--- config.mk ---
export PLATFORM = sky130hd
export DESIGN_NAME = recent_query_duplicate_filter_top_flat
export DESIGN_NICKNAME = d
export VERILOG_FILES = /design/src/rtl/rqdf_pkg.sv /design/src/rtl/rqdf_if.sv /design/src/rtl/recent_query_duplicate_filter_top.sv /design/src/flat_wrapper.sv
export VERILOG_INCLUDE_DIRS = /design/src /design/src/rtl
export SDC_FILE = /design/constraint.sdc
export NUM_CORES = 1
export LEC_CHECK = 0
export BUFFER_PORTS_ARGS = -buffer_cell sky130_fd_sc_hd__buf_2
export CORE_MARGIN = 2
export CORE_UTILIZATION = 40
export DETAILED_ROUTE_END_ITERATION = 16
export SYNTH_ARGS = -nofsm -noshare
export SYNTH_HDL_FRONTEND = slang
export SYNTH_SLANG_ARGS = --single-unit
--- constraint.sdc ---
create_clock -name clock -period 17.6 [get_ports clock]
set_input_delay 0.88 -clock clock [delete_from_list [all_inputs] [get_ports clock]]
set_output_delay 0.88 -clock clock [all_outputs]
set_load 0.02 [all_outputs]
--- src/rtl/assert_macros.svh ---
// ----------------------------------------------------------------------------
// assert_macros.svh
// Concurrent assertion shorthands, clocked on clock, disabled in reset.
// ----------------------------------------------------------------------------
`ifndef ASSERT_MACROS_SVH
`define ASSERT_MACROS_SVH

// same-cycle implication
`define ASSERT_IMPLIES(label, ante, cons) \
   label: assert property (@(posedge clock) disable iff (reset) (ante) |-> (cons)) \
      else $error("assertion failed");

// next-cycle implication
`define ASSERT_NEXT(label, ante, cons) \
   label: assert property (@(posedge clock) disable iff (reset) (ante) |=> (cons)) \
      else $error("assertion failed");

`endif

--- src/rtl/rqdf_pkg.sv ---
// ----------------------------------------------------------------------------
// rqdf_pkg
// Shared widths and types for the recent query duplicate filter.
// ----------------------------------------------------------------------------
package rqdf_pkg;

   localparam int HISTORY_DEPTH = 16;
   localparam int SLOT_W        = (HISTORY_DEPTH > 1) ? $clog2(HISTORY_DEPTH) : 1;

   localparam int QUERY_ID_W = 16;
   localparam int IPV4_W     = 32;
   localparam int PORT_W     = 16;
   localparam int KEY_W      = QUERY_ID_W + IPV4_W + PORT_W;

   localparam logic [SLOT_W-1:0] LAST_SLOT = SLOT_W'(HISTORY_DEPTH - 1);

   typedef logic [SLOT_W-1:0] slot_type;
   typedef logic [KEY_W-1:0]  key_type;

endpackage

--- src/rtl/rqdf_if.sv ---
// ----------------------------------------------------------------------------
// rqdf request / response channels
// Valid/ready channels carrying query requests and duplicate-check results.
// ----------------------------------------------------------------------------
interface rqdf_req_if;
   logic                              valid;
   logic                              ready;
   logic                              action;
   logic [rqdf_pkg::QUERY_ID_W-1:0]   query_id;
   logic [rqdf_pkg::IPV4_W-1:0]       origin_ipv4;
   logic [rqdf_pkg::PORT_W-1:0]       origin_port;

   modport source (output valid, action, query_id, origin_ipv4, origin_port, input ready);
   modport sink   (input valid, action, query_id, origin_ipv4, origin_port, output ready);
endinterface

interface rqdf_rsp_if;
   logic valid;
   logic ready;
   logic seen;

   modport source (output valid, seen, input ready);
   modport sink   (input valid, seen, output ready);
endinterface

--- src/rtl/recent_query_duplicate_filter_top.sv ---
// ----------------------------------------------------------------------------
// recent_query_duplicate_filter_top
// Duplicate filter for flooded search queries over a FIFO history of keys.
//
// Each request carries a key (query id, origin IPv4, origin port) and an
// action. The key is compared with every valid history entry and the response
// says whether it was already there; with action record the key is then
// appended, overwriting the oldest entry once the history is full. Keys live
// in a synchronous memory with one write port and one registered read port
// that is scanned one entry per cycle, so a request passes through the scan,
// a drain state and a finish state, which waits while an earlier response
// is still held, before the next request can be taken; that scan sets the
// rate. The result sits in an output register, so a new request is accepted
// while an earlier response still waits. The per-entry valid flags clear
// together at reset; there is no clearing pass.
// ----------------------------------------------------------------------------
`include "assert_macros.svh"

module recent_query_duplicate_filter_top (
   input logic        clock,
   input logic        reset,
   rqdf_req_if.sink   req_bus,
   rqdf_rsp_if.source rsp_bus
);

   localparam logic [1:0] ST_IDLE   = 2'd0;
   localparam logic [1:0] ST_SCAN   = 2'd1;
   localparam logic [1:0] ST_DRAIN  = 2'd2;
   localparam logic [1:0] ST_FINISH = 2'd3;

   rqdf_pkg::key_type hist_mem [rqdf_pkg::HISTORY_DEPTH];

   logic [1:0]                         state_ff, state_in;
   rqdf_pkg::slot_type                 scan_idx_ff, scan_idx_in;
   rqdf_pkg::slot_type                 cmp_idx_ff;
   logic                               cmp_vld_ff, cmp_vld_in;
   logic                               hit_ff, hit_in;
   rqdf_pkg::slot_type                 oldest_ff, oldest_in;
   logic [rqdf_pkg::HISTORY_DEPTH-1:0] valid_ff, valid_in;
   logic                               rsp_valid_ff, rsp_valid_in;
   logic                               seen_ff;
   rqdf_pkg::key_type                  key_ff;
   rqdf_pkg::key_type                  rd_data_ff;
   logic                               record_ff;

   logic req_fire;
   logic hit_now;
   logic rsp_load;
   logic mem_we;

   assign req_bus.ready = (state_ff == ST_IDLE);
   assign req_fire      = req_bus.valid && req_bus.ready;

   assign rsp_bus.valid = rsp_valid_ff;
   assign rsp_bus.seen  = seen_ff;

   assign hit_now  = cmp_vld_ff && valid_ff[cmp_idx_ff] && (rd_data_ff == key_ff);
   assign rsp_load = (state_ff == ST_FINISH) && (!rsp_valid_ff || rsp_bus.ready);
   assign mem_we   = rsp_load && record_ff;

   always_comb begin
      state_in     = state_ff;
      scan_idx_in  = scan_idx_ff;
      cmp_vld_in   = (state_ff == ST_SCAN);
      hit_in       = hit_ff | hit_now;
      oldest_in    = oldest_ff;
      valid_in     = valid_ff;
      rsp_valid_in = rsp_valid_ff;

      if (rsp_valid_ff && rsp_bus.ready) begin
         rsp_valid_in = 1'b0;
      end

      unique case (state_ff)
         ST_IDLE: begin
            if (req_fire) begin
               state_in    = ST_SCAN;
               scan_idx_in = '0;
               hit_in      = 1'b0;
            end
         end
         ST_SCAN: begin
            if (scan_idx_ff == rqdf_pkg::LAST_SLOT) begin
               state_in = ST_DRAIN;
            end else begin
               scan_idx_in = scan_idx_ff + 1'b1;
            end
         end
         // last read still in flight
         ST_DRAIN: begin
            state_in = ST_FINISH;
         end
         ST_FINISH: begin
            if (rsp_load) begin
               rsp_valid_in = 1'b1;
               state_in     = ST_IDLE;
               if (record_ff) begin
                  valid_in[oldest_ff] = 1'b1;
                  oldest_in = (oldest_ff == rqdf_pkg::LAST_SLOT) ? '0 : oldest_ff + 1'b1;
               end
            end
         end
         default: begin
            state_in = ST_IDLE;
         end
      endcase
   end

   always_ff @(posedge clock) begin
      if (reset) begin
         state_ff     <= ST_IDLE;
         scan_idx_ff  <= '0;
         cmp_vld_ff   <= 1'b0;
         hit_ff       <= 1'b0;
         oldest_ff    <= '0;
         valid_ff     <= '0;
         rsp_valid_ff <= 1'b0;
      end else begin
         state_ff     <= state_in;
         scan_idx_ff  <= scan_idx_in;
         cmp_vld_ff   <= cmp_vld_in;
         hit_ff       <= hit_in;
         oldest_ff    <= oldest_in;
         valid_ff     <= valid_in;
         rsp_valid_ff <= rsp_valid_in;
      end
   end

   always_ff @(posedge clock) begin
      if (req_fire) begin
         key_ff    <= {req_bus.query_id, req_bus.origin_ipv4, req_bus.origin_port};
         record_ff <= req_bus.action;
      end
      if (rsp_load) begin
         seen_ff <= hit_ff;
      end
      cmp_idx_ff <= scan_idx_ff;
   end

   // key memory: one write port, one registered read port
   always_ff @(posedge clock) begin
      if (mem_we) begin
         hist_mem[oldest_ff] <= key_ff;
      end
      rd_data_ff <= hist_mem[scan_idx_ff];
   end

   `ASSERT_NEXT(a_slot_moves_on_finish, state_ff != ST_FINISH, $stable(oldest_ff))
   `ASSERT_IMPLIES(a_cmp_in_scan, cmp_vld_ff, state_ff == ST_SCAN || state_ff == ST_DRAIN)
   `ASSERT_NEXT(a_rsp_set_from_finish, !rsp_valid_ff && rsp_valid_in, $past(state_ff) == ST_FINISH)

endmodule

--- src/flat_wrapper.sv ---
// flat-port wrapper written by rule: the top's interface ports become plain ports
module recent_query_duplicate_filter_top_flat 
  (clock, reset, req_bus_valid, req_bus_action, req_bus_query_id, req_bus_origin_ipv4, req_bus_origin_port, req_bus_ready, rsp_bus_valid, rsp_bus_seen, rsp_bus_ready);
  rqdf_req_if req_bus_i ();
  rqdf_rsp_if rsp_bus_i ();
  input logic clock;
  input logic reset;
  input wire logic [$bits(req_bus_i.valid)-1:0] req_bus_valid;
  input wire logic [$bits(req_bus_i.action)-1:0] req_bus_action;
  input wire logic [$bits(req_bus_i.query_id)-1:0] req_bus_query_id;
  input wire logic [$bits(req_bus_i.origin_ipv4)-1:0] req_bus_origin_ipv4;
  input wire logic [$bits(req_bus_i.origin_port)-1:0] req_bus_origin_port;
  output wire logic [$bits(req_bus_i.ready)-1:0] req_bus_ready;
  output wire logic [$bits(rsp_bus_i.valid)-1:0] rsp_bus_valid;
  output wire logic [$bits(rsp_bus_i.seen)-1:0] rsp_bus_seen;
  input wire logic [$bits(rsp_bus_i.ready)-1:0] rsp_bus_ready;
  assign req_bus_i.valid = req_bus_valid;
  assign req_bus_i.action = req_bus_action;
  assign req_bus_i.query_id = req_bus_query_id;
  assign req_bus_i.origin_ipv4 = req_bus_origin_ipv4;
  assign req_bus_i.origin_port = req_bus_origin_port;
  assign req_bus_ready = req_bus_i.ready;
  assign rsp_bus_valid = rsp_bus_i.valid;
  assign rsp_bus_seen = rsp_bus_i.seen;
  assign rsp_bus_i.ready = rsp_bus_ready;
  recent_query_duplicate_filter_top u_core (.clock(clock), .reset(reset), .req_bus(req_bus_i), .rsp_bus(rsp_bus_i));
endmodule
# == Word-level counts from Yosys, hierarchy flattened ==
# Memories as Yosys holds them, arrays and structs flattened. A register that Yosys moved wholly into a read port is not among the register bits.
# Index checks and enable logic that the tools add are counted.
# word_totals
in_bits,69
n_memories,1
mem_bits_rw,1024
register_bits,99
elab_cells,62
output_inout_bits,3
# memory_table
memory,words,width,read_ports,rd_clocked_by_memory_dff,wr,line_no,rtl
u_core.hist_mem,16,64,1,1,1,recent_query_duplicate_filter_top.sv:31,rqdf_pkg::key_type hist_mem [rqdf_pkg::HISTORY_DEPTH];
# classes
n_lt_le_gt_ge,3
add_sub_neg,2
n_eq_ne,10
n_reduce_logical,14
muxes,19
bitwise_logic,2
# ops
operator,count
64-bit == test,1
16-bit bitwise OR,1
4-bit 2-to-1 mux,3
4-bit by 5-bit < comparator with 1-bit output (second input constant),2
1-bit 2-to-1 mux,9
3-bit AND reduction,3
4-bit by 1-bit adder with 4-bit output (second input constant),2
4-bit == test (second input constant),2
2-bit case mux with 4 select lines,1
4-bit case mux with 2 select lines,1
1-bit logical AND,7
2-bit 2-to-1 mux,3
2-bit != test (second input constant),3
1-bit binary-select mux with 4-bit select,1
1-bit demux with 4-bit select,1
2-bit == test (second input constant),2
4-bit by 1-bit >= comparator with 1-bit output (second input constant),1
2-bit by 1-bit == test with 1-bit output (second input constant),1
2-bit logical NOT,1
2-bit by 1-bit != test with 1-bit output (second input constant),1
2-bit nonzero test,1
1-bit logical NOT,1
1-bit logical OR,1
1-bit bitwise OR,1

# == Longest topological paths before layout ==
# depth
word_depth,7
ltp_mapped,8
mapped_depth_nobuf,8

# == Worst setup path before layout ==
# Ideal clock, no wire load.
# synth_timing
kind,input to register
start,input rsp_bus_ready
end,memory u_core.hist_mem[3][0] in the netlist's numbering (enable)
t_required_ns,17.033
t_arrival_ns,5.974
stages,5
setup_time_ns,0.567
slack_ns,11.059
path_buffers,1
path_cell_list,nand2b_1 > and3_1 > clkbuf_1 > nand2_1 > nor3_1
# synth_via
elab_chain_cells,5
# synth_rtl
element,line_no,rtl
"start, declared",flat_wrapper.sv:16,input wire logic [$bits(rsp_bus_i.ready)-1:0] rsp_bus_ready;
1-bit logical OR,recent_query_duplicate_filter_top.sv:58,assign rsp_load = (state_ff == ST_FINISH) && (!rsp_valid_ff || rsp_bus.ready);
1-bit logical AND,recent_query_duplicate_filter_top.sv:58,
1-bit logical AND,recent_query_duplicate_filter_top.sv:59,assign mem_we = rsp_load && record_ff;
1-bit 2-to-1 mux,recent_query_duplicate_filter_top.sv:142,if (mem_we) begin
1-bit 2-to-1 mux (not written as such),recent_query_duplicate_filter_top.sv:143,hist_mem[oldest_ff] <= key_ff;
"end, declared",recent_query_duplicate_filter_top.sv:31,
# Every way passes these cells.

==> flow_metrics.env <==
export IMPL_outcome="completed"
export IMPL_drc=0
export IMPL_netlist_area_um2=43870
export IMPL_firstDrtPassIters=5
export IMPL_worstMarginPinSlew_ns=1.081
export IMPL_p_leak_nw=15.35
export IMPL_ys_seq_area_frac=0.7904
export IMPL_cts_max_level=3
export IMPL_drt_antenna_violating_nets=0
export IMPL_cts_resized_gates=0
export IMPL_track_usage=0.1746
export IMPL_layout_drive_gt1_share=0.3138
export IMPL_cts_tree="done"
export IMPL_hold_viol_final=0
export IMPL_fillers=8806
export IMPL_crit_path_end_kind="flip-flop"
export IMPL_gp_congestion=0.7392
export IMPL_arrival_ns=4.23
export IMPL_period_needed_ns=3.694
export IMPL_yosys_warnings=0
export IMPL_crit_type="flip-flop to flip-flop"
export IMPL_rows=121
export IMPL_postPlaceCellArea_um2=45930
export IMPL_syn_area_per_cell_um2=24.25
export IMPL_fin_area_um2=49870
export IMPL_synth_seq_cells=1187
export IMPL_worst_slew_margin_rel=0.2796
export IMPL_wl_per_cell_um=27.96
export IMPL_clkTransAtPathRegs_ns=0.06
export IMPL_nets=2038
export IMPL_power_mw=6.775
export IMPL_setup_slack_ns=13.91
export IMPL_grt_pass1_vias=20140
export IMPL_crit_chain="buf_12 -> buf_12 -> mux4_2 -> mux4_2"
export IMPL_dp_hpwl_um=50650
export IMPL_switching_share=0.2368
export IMPL_finalCritPeriodShare=0.2099
export IMPL_synth_largest_area_cell="edfxtp_1"
export IMPL_slowest_delay_ns=0.78
export IMPL_setup_viol=0
export IMPL_hold_class="primary input to flip-flop"
export IMPL_synthToLayoutAreaGrowth_pct=13.67
export IMPL_clockPowerShare=0.371
export IMPL_syn_nets=1888
export IMPL_critPathMaxFanout=109
export IMPL_rsz0062_at_grt="false"
export IMPL_core_area_um2=108900
export IMPL_grt_max_degree=110
export IMPL_comb_power_share=0.104
export IMPL_skew_ns=0.03206
export IMPL_post_synth_top_area_fraction=0.7461
export IMPL_grt_overflow=0
export IMPL_pin_count=72
export IMPL_dr_first_iter_drc_count=1972
export IMPL_cts_hold_buffers=0
export IMPL_die_area_um2=112300
export IMPL_start_util=0.4030
export IMPL_pre_cts_ws_ns=13.59
export IMPL_diodes=0
export IMPL_grt_pass1_wl_um=141900
export IMPL_power_frac_seq=0.525
export IMPL_postLayoutCoreUtil=0.4581
export IMPL_port_buffers=71
export IMPL_tns_ns=0
export IMPL_synthTopCellsByArea="edfxtp_1 (75%), mux4_2 (17%), dfxtp_1 (4.4%)"
export IMPL_wirelength_um=97180
export IMPL_cts_buffers=117
export IMPL_clock_path_buffers=3
export IMPL_p_per_area_nw_per_um2=135.9
export IMPL_startpoint_type="flip-flop"
export IMPL_cts_setup_buffers=0
export IMPL_synth_cell_types=39
export IMPL_cp_slowest_cell="dfxtp_4"
export IMPL_ir_drop_mv=0.09168
export IMPL_cp_data_required_time_ns=18.14
export IMPL_maxSlewViolCount=0
export IMPL_maxCapViolations=0
export IMPL_p_int_mw=5.170
export IMPL_cp_top_family="buffers and inverters"
export IMPL_synthCells=1809
export IMPL_antenna_found_initial=2
export IMPL_vias=19150
export IMPL_clock_latency_ns=0.69
export IMPL_die_y_um=335.2
export IMPL_fmax_mhz=270.7
export IMPL_cts_sinks=1187
export IMPL_via_per_inst=5.509
export IMPL_cts_root_buf="clkbuf_16"
export IMPL_p_sw_mw=1.605
export IMPL_path_buf_inv=2
export IMPL_die_w_um=335.2
[final timing paths]
kind                          startpoint                    to  slack, ns  cells after the start
setup / recovery   u_core.scan_idx_ff[0]  u_core.rd_data_ff[1]      13.91                      4
hold / removal    req_bus_origin_ipv4[8]     u_core.key_ff[24]       0.36                      1
setup reg to reg   u_core.scan_idx_ff[0]  u_core.rd_data_ff[1]      13.91                      4
hold reg to reg       u_core.valid_ff[9]    u_core.valid_ff[9]       0.47                      2
[sequential cells by signal, summed over array words and instances (netlist names)]
signal / flops
u_core.scan_idx_ff: 4
u_core.hit_ff: 1
u_core.key_ff: 64
u_core.rsp_bus.valid: 1
u_core.record_ff: 1
u_core.valid_ff: 16
u_core.rd_data_ff: 64
u_core.cmp_vld_ff: 1
u_core.rsp_bus.seen: 1
u_core.state_ff: 2
u_core.hist_mem: 1024
u_core.cmp_idx_ff: 4
u_core.oldest_ff: 4
[logic make-up (layout without fill, tap and decap cells)]
| family | Yosys count | count (layout) | share of synthesized area |
|---|---|---|---|
| flip-flops | 1187 | 1187 | 0.7904 |
| multiplexers | 329 | 329 | 0.1676 |
| AND/OR/NAND/NOR | 106 | 106 | 0.01109 |
| buffers and inverters | 97 | 350 | 0.01321 |
| XOR/XNOR | 55 | 55 | 0.01098 |
| AO/OA/AOI/OAI | 25 | 25 | 0.003879 |
| adder cells (fa/ha/maj) | 10 | 10 | 0.002852 |
[cell usage in the layout (no fill, tap or decap), types with 3 or more instances in the layout]
master	Yosys	final
nor3_2	0	4
o22ai_1	5	5
nor2_1	60	48
nor4_1	12	11
clkinv_1	1	8
nand3_1	3	3
edfxtp_1	1090	1090
clkbuf_8	0	16
o21ai_0	3	3
buf_2	9	71
clkinvlp_4	0	5
inv_1	16	16
bufinv_16	0	10
mux2i_1	4	4
a21oi_1	5	5
xnor2_1	8	8
nand2_1	8	8
mux4_2	323	323
nand4_1	7	7
clkinv_2	0	32
clkbuf_1	37	25
a221oi_1	3	3
nand2b_1	5	5
xor2_1	47	47
buf_4	0	37
ha_1	10	10
dfxtp_1	97	93
clkbuf_16	0	121
dfxtp_4	0	4
nor2_4	0	12
[per-stage QoR]
step                      instances  hold WS (ns)
after floorplan                1809        0.3290
after global placement         3254        0.4459
after detailed placement       3254        0.4548
after CTS                      3476        0.3206
after global routing           3476        0.3239
final                          3476        0.3635
[power by group through the flow]
stage	Combinational, mW	Clock (mW)	Sequential (mW)
2_1_floorplan	0.577	0	3.51
3_3_place_gp	0.716	0	3.60
3_5_place_dp	0.721	0	3.62
4_1_cts	0.723	2.57	3.56
5_1_grt	0.756	2.68	3.59
6_report	0.702	2.51	3.56
[cell type report]
cell class                      instances  area, µm²  share of cell area
Sequential cell                      1187      34690              0.6956
Multi-Input combinational cell        525       8735              0.1752
Clock buffer                          162       3342             0.06702
Tap cell                             1414       1769             0.03548
Timing Repair Buffer                  110      673.1             0.01350
Clock inverter                         60      591.8             0.01187
Inverter                               18      67.56            0.001355
[routing by layer]
layer | wire length, µm | share of wire | vias up | global-route usage
li1 | - | - | 7964 | -
met1 | 40900 | 0.42 | 10430 | 0.2387
met2 | 49250 | 0.51 | 593 | 0.2956
met3 | 4686 | 0.048 | 160 | 0.02472
met4 | 2345 | 0.024 | 2 | 0.04580
met5 | 4 | 0.000041 | - | 0
[cells in the mapped netlist]
cell and instances:
nand2b_1 5, a221oi_1 3, a211oi_1 2, inv_1 16
dfxtp_1 97, clkinv_1 1, mux4_2 323, clkbuf_1 37
o211a_1 1, and3_1 2, xnor2_1 8, o21ai_0 3
mux2i_1 4, nor2b_1 1, and2_1 2, or4_1 2
nor4_1 12, a221o_1 1, nor3_1 4, edfxtp_1 1090
inv_2 1, nand4_1 7, o21ai_1 1, nand2_1 8
buf_12 1, mux2_2 1, xor2_1 47, a31oi_1 1
nor2_1 60, a22o_1 1, mux4_1 1, buf_6 25
ha_1 10, buf_2 9, nand3_1 3, o22ai_1 5
buf_1 7, o2bb2ai_1 2, a21oi_1 5
[worst register-to-register path, cell delays in order, from the launching register on]
cell	delay (ns)
dfxtp_4	0.78
buf_12	0.67
buf_12	0.91
mux4_2	0.72
mux4_2	0.47
Note: power is estimated with default switching activity, not from simulation.
